### src/rtl/wack_pkg.sv
package wack_pkg;

    localparam logic [1:0] STATUS_OK        = 2'd0;
    localparam logic [1:0] STATUS_BAD       = 2'd1;
    localparam logic [1:0] STATUS_OUT_ORDER = 2'd2;

    localparam logic KIND_PACKET = 1'b0;
    localparam logic KIND_TICK   = 1'b1;

    localparam logic [1:0] REG_WINDOW_SIZE   = 2'd0;
    localparam logic [1:0] REG_SHORT_TIMEOUT = 2'd1;
    localparam logic [1:0] REG_LONG_TIMEOUT  = 2'd2;

    localparam logic [7:0]  WINDOW_RESET        = 8'd16;
    localparam logic [15:0] SHORT_TIMEOUT_RESET = 16'd100;
    localparam logic [15:0] LONG_TIMEOUT_RESET  = 16'd1000;
    localparam logic [7:0]  SEQ_RESET           = 8'd255;

    typedef struct packed {
        logic [7:0]  window_size;
        logic [15:0] short_timeout;
        logic [15:0] long_timeout;
    } t_cfg;

endpackage

### src/rtl/wack_regs.sv
module wack_regs (
    input  logic                i_clk,
    input  logic                i_rst_n,
    input  logic                psel,
    input  logic                penable,
    input  logic                pwrite,
    input  logic [3:0]          paddr,
    input  logic [31:0]         pwdata,
    output logic [31:0]         prdata,
    output logic                pready,
    output wack_pkg::t_cfg      o_cfg
);

    wack_pkg::t_cfg r_cfg;
    wack_pkg::t_cfg n_cfg;
    logic           wr_en;

    assign pready = 1'b1;
    assign wr_en  = psel && penable && pwrite;
    assign o_cfg  = r_cfg;

    always_comb begin
        n_cfg = r_cfg;
        if (wr_en) begin
            unique case (paddr[3:2])
                wack_pkg::REG_WINDOW_SIZE:   n_cfg.window_size   = pwdata[7:0];
                wack_pkg::REG_SHORT_TIMEOUT: n_cfg.short_timeout = pwdata[15:0];
                wack_pkg::REG_LONG_TIMEOUT:  n_cfg.long_timeout  = pwdata[15:0];
                default:                     n_cfg = r_cfg;
            endcase
        end
    end

    always_comb begin
        unique case (paddr[3:2])
            wack_pkg::REG_WINDOW_SIZE:   prdata = {24'd0, r_cfg.window_size};
            wack_pkg::REG_SHORT_TIMEOUT: prdata = {16'd0, r_cfg.short_timeout};
            wack_pkg::REG_LONG_TIMEOUT:  prdata = {16'd0, r_cfg.long_timeout};
            default:                     prdata = 32'd0;
        endcase
    end

    always_ff @(posedge i_clk) begin
        if (!i_rst_n) begin
            r_cfg.window_size   <= wack_pkg::WINDOW_RESET;
            r_cfg.short_timeout <= wack_pkg::SHORT_TIMEOUT_RESET;
            r_cfg.long_timeout  <= wack_pkg::LONG_TIMEOUT_RESET;
        end else begin
            r_cfg <= n_cfg;
        end
    end

endmodule

### src/rtl/windowed_ack_receiver_core.sv
// Channel   Direction  Handshake          Payload
// request   in         i_valid / o_ready  i_kind i_decode_ok i_seq_num i_frag_first i_frag_last
// result    out        o_valid / i_ready  o_status o_deliver o_out_first o_out_last
//                                         o_ack_valid o_ack_seq o_ack_window
// config    in         APB psel/penable   paddr pwdata prdata pready
//
// Each request is decided in the cycle it is accepted and its result appears in the
// output register on the next cycle, one request per cycle sustained while results are read.
// The single output register sets the rate: a new request is taken whenever that
// register is empty or being read in the same cycle.
// Synchronous active-low reset sets the sequence state to 255, loads the timer with the
// long timeout and empties the output register.
module windowed_ack_receiver_core (
    input  logic        i_clk,
    input  logic        i_rst_n,
    input  logic        i_valid,
    output logic        o_ready,
    input  logic        i_kind,
    input  logic        i_decode_ok,
    input  logic [7:0]  i_seq_num,
    input  logic        i_frag_first,
    input  logic        i_frag_last,
    output logic        o_valid,
    input  logic        i_ready,
    output logic [1:0]  o_status,
    output logic        o_deliver,
    output logic        o_out_first,
    output logic        o_out_last,
    output logic        o_ack_valid,
    output logic [7:0]  o_ack_seq,
    output logic [7:0]  o_ack_window,
    input  logic        psel,
    input  logic        penable,
    input  logic        pwrite,
    input  logic [3:0]  paddr,
    input  logic [31:0] pwdata,
    output logic [31:0] prdata,
    output logic        pready
);

    wack_pkg::t_cfg cfg;

    logic [7:0]  r_last_recv;
    logic [7:0]  n_last_recv;
    logic [7:0]  r_last_acked;
    logic [7:0]  n_last_acked;
    logic [15:0] r_timer;
    logic [15:0] n_timer;

    logic        r_valid;
    logic [1:0]  r_status;
    logic [1:0]  n_status;
    logic        r_deliver;
    logic        n_deliver;
    logic        r_first;
    logic        n_first;
    logic        r_last;
    logic        n_last;
    logic        r_ack;
    logic        n_ack;
    logic [7:0]  r_ack_seq;
    logic [7:0]  n_ack_seq;
    logic [7:0]  r_ack_window;
    logic [7:0]  n_ack_window;

    logic        accept;
    logic [7:0]  unacked;

    wack_regs u_regs (
        .i_clk   (i_clk),
        .i_rst_n (i_rst_n),
        .psel    (psel),
        .penable (penable),
        .pwrite  (pwrite),
        .paddr   (paddr),
        .pwdata  (pwdata),
        .prdata  (prdata),
        .pready  (pready),
        .o_cfg   (cfg)
    );

    assign o_ready = !r_valid || i_ready;
    assign accept  = i_valid && o_ready;
    assign unacked = i_seq_num - r_last_acked;

    always_comb begin
        n_last_recv  = r_last_recv;
        n_last_acked = r_last_acked;
        n_timer      = r_timer;
        n_status     = wack_pkg::STATUS_OK;
        n_deliver    = 1'b0;
        n_first      = 1'b0;
        n_last       = 1'b0;
        n_ack        = 1'b0;
        n_ack_seq    = 8'd0;
        n_ack_window = 8'd0;
        if (i_kind == wack_pkg::KIND_TICK) begin
            if (r_timer <= 16'd1) begin
                // Expiry: everything received becomes acknowledged, so reload long.
                n_last_acked = r_last_recv;
                n_timer      = cfg.long_timeout;
                n_ack        = 1'b1;
                n_ack_seq    = r_last_recv;
                n_ack_window = cfg.window_size;
            end else begin
                n_timer = r_timer - 16'd1;
            end
        end else if (!i_decode_ok) begin
            n_status = wack_pkg::STATUS_BAD;
        end else if (i_seq_num != r_last_recv + 8'd1) begin
            n_status = wack_pkg::STATUS_OUT_ORDER;
        end else begin
            n_last_recv = i_seq_num;
            n_timer     = (i_seq_num == r_last_acked) ? cfg.long_timeout
                                                      : cfg.short_timeout;
            n_deliver   = 1'b1;
            n_first     = i_frag_first;
            n_last      = i_frag_last;
            if (i_frag_last || unacked >= {1'b0, cfg.window_size[7:1]}) begin
                n_last_acked = i_seq_num;
                n_timer      = cfg.long_timeout;
                n_ack        = 1'b1;
                n_ack_seq    = i_seq_num;
                n_ack_window = cfg.window_size;
            end
        end
    end

    always_ff @(posedge i_clk) begin
        if (!i_rst_n) begin
            r_last_recv  <= wack_pkg::SEQ_RESET;
            r_last_acked <= wack_pkg::SEQ_RESET;
            r_timer      <= wack_pkg::LONG_TIMEOUT_RESET;
            r_valid      <= 1'b0;
        end else begin
            if (accept) begin
                r_last_recv  <= n_last_recv;
                r_last_acked <= n_last_acked;
                r_timer      <= n_timer;
                r_valid      <= 1'b1;
            end else if (i_ready) begin
                r_valid <= 1'b0;
            end
        end
    end

    always_ff @(posedge i_clk) begin
        if (accept) begin
            r_status     <= n_status;
            r_deliver    <= n_deliver;
            r_first      <= n_first;
            r_last       <= n_last;
            r_ack        <= n_ack;
            r_ack_seq    <= n_ack_seq;
            r_ack_window <= n_ack_window;
        end
    end

    assign o_valid      = r_valid;
    assign o_status     = r_status;
    assign o_deliver    = r_deliver;
    assign o_out_first  = r_first;
    assign o_out_last   = r_last;
    assign o_ack_valid  = r_ack;
    assign o_ack_seq    = r_ack_seq;
    assign o_ack_window = r_ack_window;

    // A held result always matches the current state, so an ack names the acked sequence.
    a_ack_matches_state: assert property (@(posedge i_clk) disable iff (!i_rst_n)
        (r_valid && r_ack) |-> (r_ack_seq == r_last_acked))
        else $error("ack sequence differs from acknowledged state");

    a_reject_keeps_state: assert property (@(posedge i_clk) disable iff (!i_rst_n)
        (accept && i_kind == wack_pkg::KIND_PACKET && n_status != wack_pkg::STATUS_OK)
        |=> ($stable(r_last_recv) && $stable(r_last_acked) && $stable(r_timer)))
        else $error("rejected packet changed receiver state");

    a_deliver_updates_seq: assert property (@(posedge i_clk) disable iff (!i_rst_n)
        (accept && n_deliver) |=> (r_last_recv == $past(i_seq_num) && r_deliver))
        else $error("delivered packet did not advance the sequence");

    a_ack_reloads_long: assert property (@(posedge i_clk) disable iff (!i_rst_n)
        (accept && n_ack) |=> (r_timer == $past(cfg.long_timeout)
                               && r_last_acked == r_last_recv))
        else $error("ack did not reload the long timeout");

endmodule

### config.mk
export PLATFORM = sky130hd
export DESIGN_NAME = windowed_ack_receiver_core
export DESIGN_NICKNAME = d
export VERILOG_FILES = /design/src/rtl/wack_pkg.sv /design/src/rtl/wack_regs.sv /design/src/rtl/windowed_ack_receiver_core.sv
export SDC_FILE = /design/constraint.sdc
export NUM_CORES = 1
export LEC_CHECK = 0
export ABC_AREA = 1
export ABC_CLOCK_PERIOD_IN_PS = 3500
export BUFFER_PORTS_ARGS = -buffer_cell sky130_fd_sc_hd__buf_2
export CORE_MARGIN = 5
export CORE_UTILIZATION = 57
export DETAILED_ROUTE_END_ITERATION = 7
export PLACE_DENSITY_LB_ADDON = 0.05
export SYNTH_ARGS = -nofsm -noshare
export SYNTH_HDL_FRONTEND = slang
export SYNTH_HIERARCHICAL = 1
export SYNTH_SLANG_ARGS = --single-unit
### constraint.sdc
create_clock -name i_clk -period 3.5 [get_ports i_clk]
set_input_delay 0.35 -clock i_clk [delete_from_list [all_inputs] [get_ports i_clk]]
set_output_delay 0.35 -clock i_clk [all_outputs]
set_load 0.02 [all_outputs]
# --- Yosys cells after proc, flatten, opt, wreduce, memory -nomap -nowiden ---
# Cells that the tools add are included.
totals:
  ff_bits: 95
  in_bits: 55
op_classes:
  n_addsub: 3
  n_lt_le_gt_ge: 2
  eq_ne: 6
  mux: 32
  n_bitwise: 3
  n_reduce_logical: 18
op_table:
  columns: ["cell", "n"]
  rows:
  - ["two-way mux 8 bit", 15]
  - ["two-way mux 16 bit", 6]
  - ["case mux 16 bit (3 select lines)", 1]
  - ["less-or-equal comparator 16 x 1 -> 1 bit (second input constant)", 1]
  - ["subtractor 16 x 1 -> 16 bit (second input constant)", 1]
  - ["two-way mux 1 bit", 9]
  - ["adder 8 x 1 -> 8 bit (second input constant)", 1]
  - ["equality test 8 bit", 1]
  - [">= comparator 8 x 7 -> 1 bit", 1]
  - ["!= test 8 bit", 1]
  - ["subtractor 8 bit", 1]
  - ["AND reduction 2 bit", 3]
  - ["nonzero test 2 bit", 3]
  - ["AND reduction 5 bit", 1]
  - ["AND reduction 4 bit", 1]
  - ["logical AND 1 bit", 3]
  - ["NOT 1 bit", 3]
  - ["AND reduction 3 bit", 1]
  - ["OR reduction 3 bit", 1]
  - ["equality test 2 x 1 -> 1 bit (second input constant)", 1]
  - ["equality test 2 bit (second input constant)", 1]
  - ["logical NOT 2 bit", 1]
  - ["logical OR 1 bit", 2]
  - ["two-way mux 2 bit", 1]
  - ["other kinds (4)", 4]

# --- Logic depth before layout (Yosys ltp) ---
# Gate-level depths: netlist of the first run.
logic_depth:
  depth_word: 7
  depth_mapped: 21
  ltp_nobuf: 21

# --- By module ---
# Netlist of the first run, hierarchy kept.
modules_own_cells:
  columns: ["mod", "n_inst", "cells_per_inst", "area_each_um2", "seq_area_each_um2"]
  rows:
  - ["windowed_ack_receiver_core", 1, 623, 4200.3, 1321.3]
  - ["wack_regs", 1, 313, 2028.2, 800.8]

# --- Worst setup path before layout of the first run ---
# No wires, ideal clock.
synth_timing:
  path_type: "input to register"
  startpoint: "input i_seq_num[0]"
  endpoint: "register r_ack_window[0], in the netlist o_ack_window[0] (data pin)"
  arrival_ps: 2529
  required_ps: 3246
  path_slack_ps: 717
  cell_stages: 19
  n_path_buf: 0
  path_cell_list: "inv_1 -> ha_1 -> inv_1 -> fa_1 -> nand3_1 -> nand2_1 -> a21oi_1 -> o21ai_0 -> xor2_1 -> inv_1 -> ha_1 -> nor2_1 -> nand2_2 -> nor2_8 -> nand2_4 -> nand2_2 -> nand2_2 -> nand2_4 -> nor2_2"
synth_between:
  elab_chain_cells: 7
  elab_cells_between_ends: 8
synth_rtl:
  columns: ["item", "line", "text"]
  rows:
  - ["start, declared", "windowed_ack_receiver_core.sv:20", "input logic [7:0] i_seq_num,"]
  - ["subtractor 8 bit", "windowed_ack_receiver_core.sv:84", "assign unacked = i_seq_num - r_last_acked;"]
  - [">= comparator 8 x 7 -> 1 bit", "windowed_ack_receiver_core.sv:119", "if (i_frag_last || unacked >= {1'b0, cfg.window_size[7:1]}) begin"]
  - ["logical OR 1 bit", "windowed_ack_receiver_core.sv:119", null]
  - ["two-way mux 8 bit", "windowed_ack_receiver_core.sv:119", null]
  - ["two-way mux 8 bit *", "windowed_ack_receiver_core.sv:110", "end else if (i_seq_num != r_last_recv + 8'd1) begin"]
  - ["two-way mux 8 bit *", "windowed_ack_receiver_core.sv:108", "end else if (!i_decode_ok) begin"]
  - ["two-way mux 8 bit *", "windowed_ack_receiver_core.sv:97", "if (i_kind == wack_pkg::KIND_TICK) begin"]
  - ["via n_ack_window[0]", "windowed_ack_receiver_core.sv:64", "logic [7:0] n_ack_window;"]
  - ["end signal, assigned", "windowed_ack_receiver_core.sv:155", "r_ack_window <= n_ack_window;"]
  - ["end, declared", "windowed_ack_receiver_core.sv:63", "logic [7:0] r_ack_window;"]
# Mark *: on every way through the listed nets, which the timed path passes. The rest lies on a longest branch.
# A chain may end at the register's enable or synchronous reset.

# --- Worst setup path in the final report of the first run ---
layout_timing:
  startpoint: "register r_last_acked[0]"
  endpoint: "register r_ack_window[7], in the netlist o_ack_window[7] (data pin)"
layout_between:
  elab_chain_cells: 7
layout_rtl:
  columns: ["item", "line", "text"]
  rows:
  - ["start, declared", "windowed_ack_receiver_core.sv:45", "logic [7:0] r_last_acked;"]
  - ["start signal, assigned", "windowed_ack_receiver_core.sv:132", "r_last_acked <= wack_pkg::SEQ_RESET;"]
  - ["start signal, assigned", "windowed_ack_receiver_core.sv:138", "r_last_acked <= n_last_acked;"]
  - ["subtractor 8 bit", "windowed_ack_receiver_core.sv:84", null]
  - [">= comparator 8 x 7 -> 1 bit", "windowed_ack_receiver_core.sv:119", null]
  - ["logical OR 1 bit", "windowed_ack_receiver_core.sv:119", null]
  - ["two-way mux 8 bit", "windowed_ack_receiver_core.sv:119", null]
  - ["two-way mux 8 bit", "windowed_ack_receiver_core.sv:110", null]
  - ["two-way mux 8 bit", "windowed_ack_receiver_core.sv:108", null]
  - ["two-way mux 8 bit", "windowed_ack_receiver_core.sv:97", null]
  - ["via n_ack_window[7]", "windowed_ack_receiver_core.sv:64", null]
# The timed path passes the listed nets, and every way through them passes these cells.

==> results of run 1 <==
==> power by group through the flow <==
stage / clock network [uW] / registers, uW / logic (uW)
global route: 763 / 1190 / 547
floorplan: 0 / 1220 / 355
global placement: 0 / 1210 / 474
finish: 711 / 1190 / 481
CTS: 719 / 1190 / 483
detailed placement: 0 / 1210 / 482
==> metal layers <==
| layer | wire, um | up-vias | track usage, % |
|---|---|---|---|
| met2 | 7510 | 136 | 42.6 |
| li1 | - | 3068 | - |
| met1 | 6850 | 2689 | 30.0 |
| met4 | 302 | 0 | 8.31 |
| met5 | 0 | - | 0 |
| met3 | 699 | 24 | 3.28 |
==> worst min-delay path by stage <==
| stage | slack [ns] | end | start | cells after the start |
|---|---|---|---|---|
| 2_1_floorplan | 0.44 | r_last_acked[1] | r_last_acked[1] | 2 |
| 3_3_place_gp | 0.45 | r_last_acked[6] | r_last_acked[6] | 2 |
| 3_5_place_dp | 0.46 | r_last_acked[4] | r_last_acked[4] | 2 |
| 4_1_cts | 0.21 | u_regs/o_cfg[9] | pwdata[9] | 3 |
| 5_1_grt | 0.22 | u_regs/o_cfg[3] | pwdata[3] | 3 |
| 6_report | 0.22 | u_regs/o_cfg[8] | pwdata[8] | 3 |
==> flip-flops by register name, summed over array words and instances, names as in the netlist <==
register      count
r_timer          16
o_valid           1
o_out_first       1
o_deliver         1
o_status          2
o_ack_valid       1
o_ack_window      8
o_ack_seq         8
r_last_recv       8
o_out_last        1
r_last_acked      8
u_regs/o_cfg     40
==> cell usage in the layout (no fill, tap or decap), types with 3 or more instances in the layout <==
| cell | instances |
|---|---|
| nand2_1 | 299 |
| nor2_1 | 98 |
| nand3_1 | 95 |
| inv_1 | 94 |
| buf_2 | 76 |
| dfxtp_1 | 73 |
| a21oi_1 | 29 |
| o21ai_0 | 29 |
| edfxtp_1 | 22 |
| nor2_2 | 18 |
| ha_1 | 17 |
| conb_1 | 17 |
| xor2_1 | 16 |
| nand4_1 | 13 |
| o21ai_1 | 13 |
| clkbuf_8 | 12 |
| inv_2 | 10 |
| buf_4 | 10 |
| o22ai_1 | 8 |
| a21oi_2 | 7 |
| o211ai_2 | 5 |
| a31oi_1 | 4 |
| nand2_4 | 4 |
| xnor2_1 | 3 |
| o21bai_1 | 3 |
| nand2_2 | 3 |
| nand3_2 | 3 |
| nor2_4 | 3 |
==> worst max-delay path: stages, from the launching register on <==
cell and delay (ns):
dfxtp_1 0.35, ha_1 0.14, inv_1 0.06, fa_1 0.40
nand3_1 0.08, nand2_1 0.08, a21oi_1 0.13, o21ai_0 0.10
xor2_1 0.13, inv_1 0.05, ha_1 0.17, nor2_1 0.13
nand2_2 0.11, nor2_8 0.12, nand2_4 0.14, nand2_2 0.22
nand2_2 0.09, nand2_4 0.17, nor2_2 0.05
==> cell families after synthesis <==
family,count (synthesis),share of synthesized area [%]
and+or+nand+nor,542,37.9
buffers and inverters,157,11.5
AOI/OAI and AO/OA,103,10.0
DFF,95,34.1
xor gates and xnor gates,19,2.67
adders and majority gates,18,3.74
other,2,0.121
==> cell type report <==
class / count / area [um2] / area share (%)
timing repair buffer: 86 / 455 / 6.72
multi-input combinational: 699 / 3450 / 50.8
tap: 140 / 175 / 2.58
clock buffer: 13 / 169 / 2.49
inverter: 105 / 394 / 5.81
sequential: 95 / 2120 / 31.3
clock inverter: 3 / 17.5 / 0.258
==> metrics by stage <==
stage	hold slack (ns)	cells	power [uW]	setup slack, ns
6_report	0.215	1141	2380	0.536
5_1_grt	0.219	1141	2500	0.230
4_1_cts	0.207	1141	2390	0.518
3_5_place_dp	0.458	1125	1700	0.248
3_3_place_gp	0.452	1125	1690	0.287
2_1_floorplan	0.436	951	1580	0.717
==> run_results.csv, run 1 <==
group,metric,value,unit
timing,rsz0062_at_grt,"no",
logic_synthesis,ys.flop_type,"dfxtp_1",
timing,slew_violations,0,
pwr,ir_worst_vdd,0.000185,V
timing,fin_worst_skew,0.0169,ns
logic_synthesis,seq_area_frac_synth,34.1,%
setup_path,r2r_start,"r_last_acked[0]",
logic_synthesis,synthMostInstantiatedCell,"nand2_1",
setup_path,critPathArrivalTime,3.09,ns
clock_tree,cts_setup_buffers,0,
pwr,p_leak,0.00345,uW
global_route,grt_pass1_vias,5535,
pwr,p_switching,750,uW
setup_path,rr_worst_depth,18,
layout,fin_util,62.8,%
drt,first_pass_iters,5,
setup_path,startpoint_type,"flip-flop",
place,port_buffers,76,
drt,drc,0,
logic_synthesis,synthCells,936,
timing,min_period_over_period,84.7,%
outcome,status,"finished clean",
setup_path,cp.required,3.63,ns
layout,fillers,1119,
logic_synthesis,synth_warnings,6,
clock_tree,cts_resized,0,
setup_path,cp_max_fo,17,
drt,vias,5917,
floorplan,die_area,13100,um2
clock_tree,clock_path_buffers,2,
layout,drive_gt1_share,15.9,%
layout,area_growth,8.88,%
floorplan,start_util,57.7,%
logic_synthesis,synth_area,6230,um2
clock_tree,numClockSinks,95,
floorplan,fp-row-count,38,
timing,worst_pin_slew,0.967,ns
flow_run,cap_violations,0,
pwr,p_comb_share,20.2,%
logic_synthesis,synthTopCellsByArea,"dfxtp_1 (23%), nand2_1 (18%), edfxtp_1 (11%), nand3_1 (7.6%), nor2_1 (5.9%)",
drt,drtIter0Drc,309,
logic_synthesis,async_reset_ff_share,0,%
clock_tree,cts_tree,"yes",
clock_tree,clkTransAtPathRegs,0.09,ns
clock_tree,numCtsBuffers,9,
drt,drt-wirelength-per-cell,13.5,um
setup_path,critPathKind,"reg -> reg",
logic_synthesis,synth_area_per_cell,6.65,um2
timing,fin_tns_setup,0,ns
clock_tree,clockRootBuffer,"clkbuf_8",
global_route,antenna_found_initial,0,
logic_synthesis,synth-seq-cells,95,
pwr,seqPwrFrac,49.9,%
setup_path,critPathLaunch,"r_last_acked[0]",
logic_synthesis,synth_top_area_share,23.5,%
global_route,track_usage,24.1,%
floorplan,die_x,115,um
floorplan,io_pins,112,
timing,max_freq,337,MHz
clock_tree,htreeDepth,3,
logic_synthesis,synth.distinct_cells,41,
place,postPlaceCellArea,6600,um2
timing,setup_viol,0,
pwr,internal_power,1630,uW
pwr,power.density,351,nW/um2
floorplan,fp.dieH,115,um
clock_tree,clk_latency,0.38,ns
logic_synthesis,synth_common_cells,"nand2_1 (299), nor2_1 (98), nand3_1 (95), inv_1 (94), dfxtp_1 (73)",
global_route,grt_pass1_wl,25.7,mm
timing,finalHoldViolCount,0,
setup_path,rrSetupSlack,0.54,ns
drt,ant_nets,0,
floorplan,core-area,10800,um2
layout,final_area,6780,um2
pwr,sw_frac_of_total,31.5,%
drt,drt_wl_total,15.4,mm
place,gp_congestion,0.881,
setup_path,cp-end-kind,"flip-flop",
timing,relSlewSlack,35.3,%
setup_path,cp-endpoint,"o_ack_window[7]",
timing,fin_crit,2.96,ns
layout,nNetsFinal,1069,
global_route,grt_max_degree,37,
global_route,grt-ovfl-total,0,
worst_hold_path,hold_class,"in -> reg",
pwr,p_clk_share,29.9,%
logic_synthesis,synth_edf_count,22,
drt,via_per_inst,5.19,
clock_tree,ctsHoldBuffers,0,
setup_path,r2r-end,"o_ack_window[7]",
layout,n_antenna_cell,0,
place,dp_hpwl,11.4,mm
logic_synthesis,yosysTopAreaCell,"dfxtp_1",
Note: power is estimated with default switching activity, not from simulation.
==> run 2, diff against run 1 <==
- ABC_CLOCK_PERIOD_IN_PS: 3500 -> 2600
- CORE_UTILIZATION: 57 -> 51
- clock period: 3.5 -> 2.6 ns (I/O delays scaled with it)
==> run 2 against run 1 <==
Net effect: flip-flop and latch count unchanged; the flow now finishes with violations (setup timing); power up 60%; worst setup slack worse by 0.57 ns; clock skew down 0.011 ns; first-iteration DRC count up 62%; core utilization down 0.93 points; critical path type unchanged; critical endpoint is now r_timer[10]; critical path depth up 2; combinational power up 61%; die area up 11%; non-clock buffer count up 24.
==> run_results.csv, run 2 (synthesis results as in run 1) <==
group,metric,value,unit
timing,worst_pin_slew,0.751,ns
worst_hold_path,hold_class,"in -> reg",
outcome,violations,"setup timing",
setup_path,cp-end-kind,"flip-flop",
floorplan,fp.dieH,121,um
drt,via_per_inst,5.17,
timing,slew_violations,0,
layout,drive_gt1_share,21.3,%
setup_path,startpoint_type,"flip-flop",
drt,ant_nets,0,
timing,fin_worst_skew,0.00566,ns
floorplan,fp-row-count,40,
setup_path,cp_max_fo,8,
pwr,p_leak,0.00368,uW
layout,final_area,7440,um2
global_route,track_usage,22.9,%
floorplan,start_util,51.9,%
timing,setup_viol,8,
outcome,status,"complete, but fails checks",
place,dp.cells,1153,
timing,min_period_over_period,101,%
drt,drtIter0Drc,502,
place,postPlaceCellArea,6800,um2
setup_path,critPathArrivalTime,2.87,ns
global_route,grt_pass1_vias,5631,
layout,nNetsFinal,1095,
drt,first_pass_iters,5,
setup_path,critPathKind,"reg -> reg",
floorplan,die_x,121,um
floorplan,die_area,14500,um2
drt,vias,6067,
timing,rsz0062_at_grt,"yes",
clock_tree,clockRootBuffer,"clkbuf_16",
global_route,grt_pass1_wl,27.0,mm
pwr,ir_worst_vdd,0.000326,V
global_route,grt_max_degree,66,
timing,fin_crit,2.64,ns
timing,finalHoldViolCount,0,
timing,finalWorstSetupSlack,-0.0355,ns
place,port_buffers,76,
setup_path,path_cells,"ha_4 -> inv_2 -> fa_2 -> nand3_2 -> nand2_2 -> a21oi_2 -> o21ai_1 -> xor2_1 -> inv_1 -> ha_2 -> nor2_2 -> nand2_2 -> nor2_8 -> nand2_4 -> buf_12 -> clkbuf_16 -> nand2_1 -> nand2_1 -> nand2_1 -> a21oi_1",
layout,final_cell_mix,"nand2_1 (293), nor2_1 (97), nand3_1 (94)",
pwr,power.density,512,nW/um2
timing,hold_ws,0.143,ns
layout,stdcell_count,1174,
layout,n_antenna_cell,0,
place,dp_hpwl,11.7,mm
floorplan,core-area,12000,um2
timing,relSlewSlack,49.9,%
drt,drt_wl_total,16.6,mm
clock_tree,cts_tree,"yes",
drt,drt-wirelength-per-cell,14.2,um
setup_path,cp_slowest_cell,"dfxtp_2",
floorplan,io_pins,112,
setup_path,crit_path_max_incr_delay,0.35,ns
layout,fillers,1196,
place,gp_congestion,0.904,
clock_tree,clk_latency,0.35,ns
clock_tree,clkTransAtPathRegs,0.07,ns
place,post-place-ws,-0.235,ns
clock_tree,htreeDepth,3,
timing,max_freq,379,MHz
layout,largest_reg_flops,40,
clock_tree,numClockSinks,95,
clock_tree,numCtsBuffers,9,
layout,area_growth,19.4,%
global_route,grt-ovfl-total,0,
flow_run,cap_violations,0,
setup_path,crit_top_cell,"nand2_1",
setup_path,cp.required,2.84,ns
drt,drc,0,
global_route,antenna_found_initial,0,
layout,final_common_cell,"nand2_1",
clock_tree,clock_path_buffers,2,
[run 2: report_power, final]
group / total (uW) / leakage [uW] / internal, uW / switching (uW)
logic: 774 / 0.00271 / 279 / 495
clock network: 1430 / 0.000157 / 842 / 585
registers: 1600 / 0.000816 / 1560 / 39.3
[run 2: layout make-up]
cell class | instances | area [um2] | area share, %
Clock buffer | 10 | 229 | 3.08
Clock inverter | 6 | 83.8 | 1.13
Inverter | 105 | 402 | 5.40
Multi-Input combinational cell | 701 | 3710 | 50.0
Sequential cell | 95 | 2120 | 28.6
Tap cell | 147 | 184 | 2.47
Timing Repair Buffer | 110 | 698 | 9.39
[run 2: timing repair]
| action | in CTS | in global routing |
|---|---|---|
| hold endpoints to repair | 0 | 0 |
| gates resized for setup | 7 | 44 |
| hold buffers | 0 | 0 |
| cloned | 1 | 2 |
| setup endpoints to repair | 21 | 41 |
| pin swaps | 5 | 12 |
| buffers inserted | 1 | 1 |
[run 2: path summary, 6_finish.rpt]
kind,cells after the start,from,slack [ns],end
worst min-delay path,3,pwdata[9],0.14,u_regs/o_cfg[9]
worst max register to register,20,r_last_acked[0],-0.04,r_timer[10]
worst max-delay path,20,r_last_acked[0],-0.04,r_timer[10]
worst min register to register,2,r_last_acked[2],0.47,r_last_acked[2]
[run 2: metrics by stage]
| step | power (uW) | setup TNS [ns] | util [%] |
|---|---|---|---|
| floorplan | 2130 | 0 | - |
| global placement | 2320 | -7.36 | 56.6 |
| detailed placement | 2320 | -7.44 | 56.6 |
| CTS | 3770 | 0 | 59.7 |
| global route | 3980 | -6.69 | 61.9 |
| finish | 3800 | -0.0858 | 61.9 |
[run 2: worst max-delay path, delay by kind of cell, from the launching register on]
kind / cells / cell delay (ns)
AOI/OAI and AO/OA: 3 / 0.28
xor gates and xnor gates: 1 / 0.16
adders and majority gates: 3 / 0.63
buffers and inverters: 4 / 0.38
DFF: 1 / 0.35
and+or+nand+nor: 9 / 0.73
[run 2: routing by layer]
layer	wire, um	track usage (%)	vias up
met2	8260	40.7	139
met5	0	0	-
met3	767	3.79	19
met4	250	5.95	0
li1	-	-	3129
met1	7360	28.7	2780
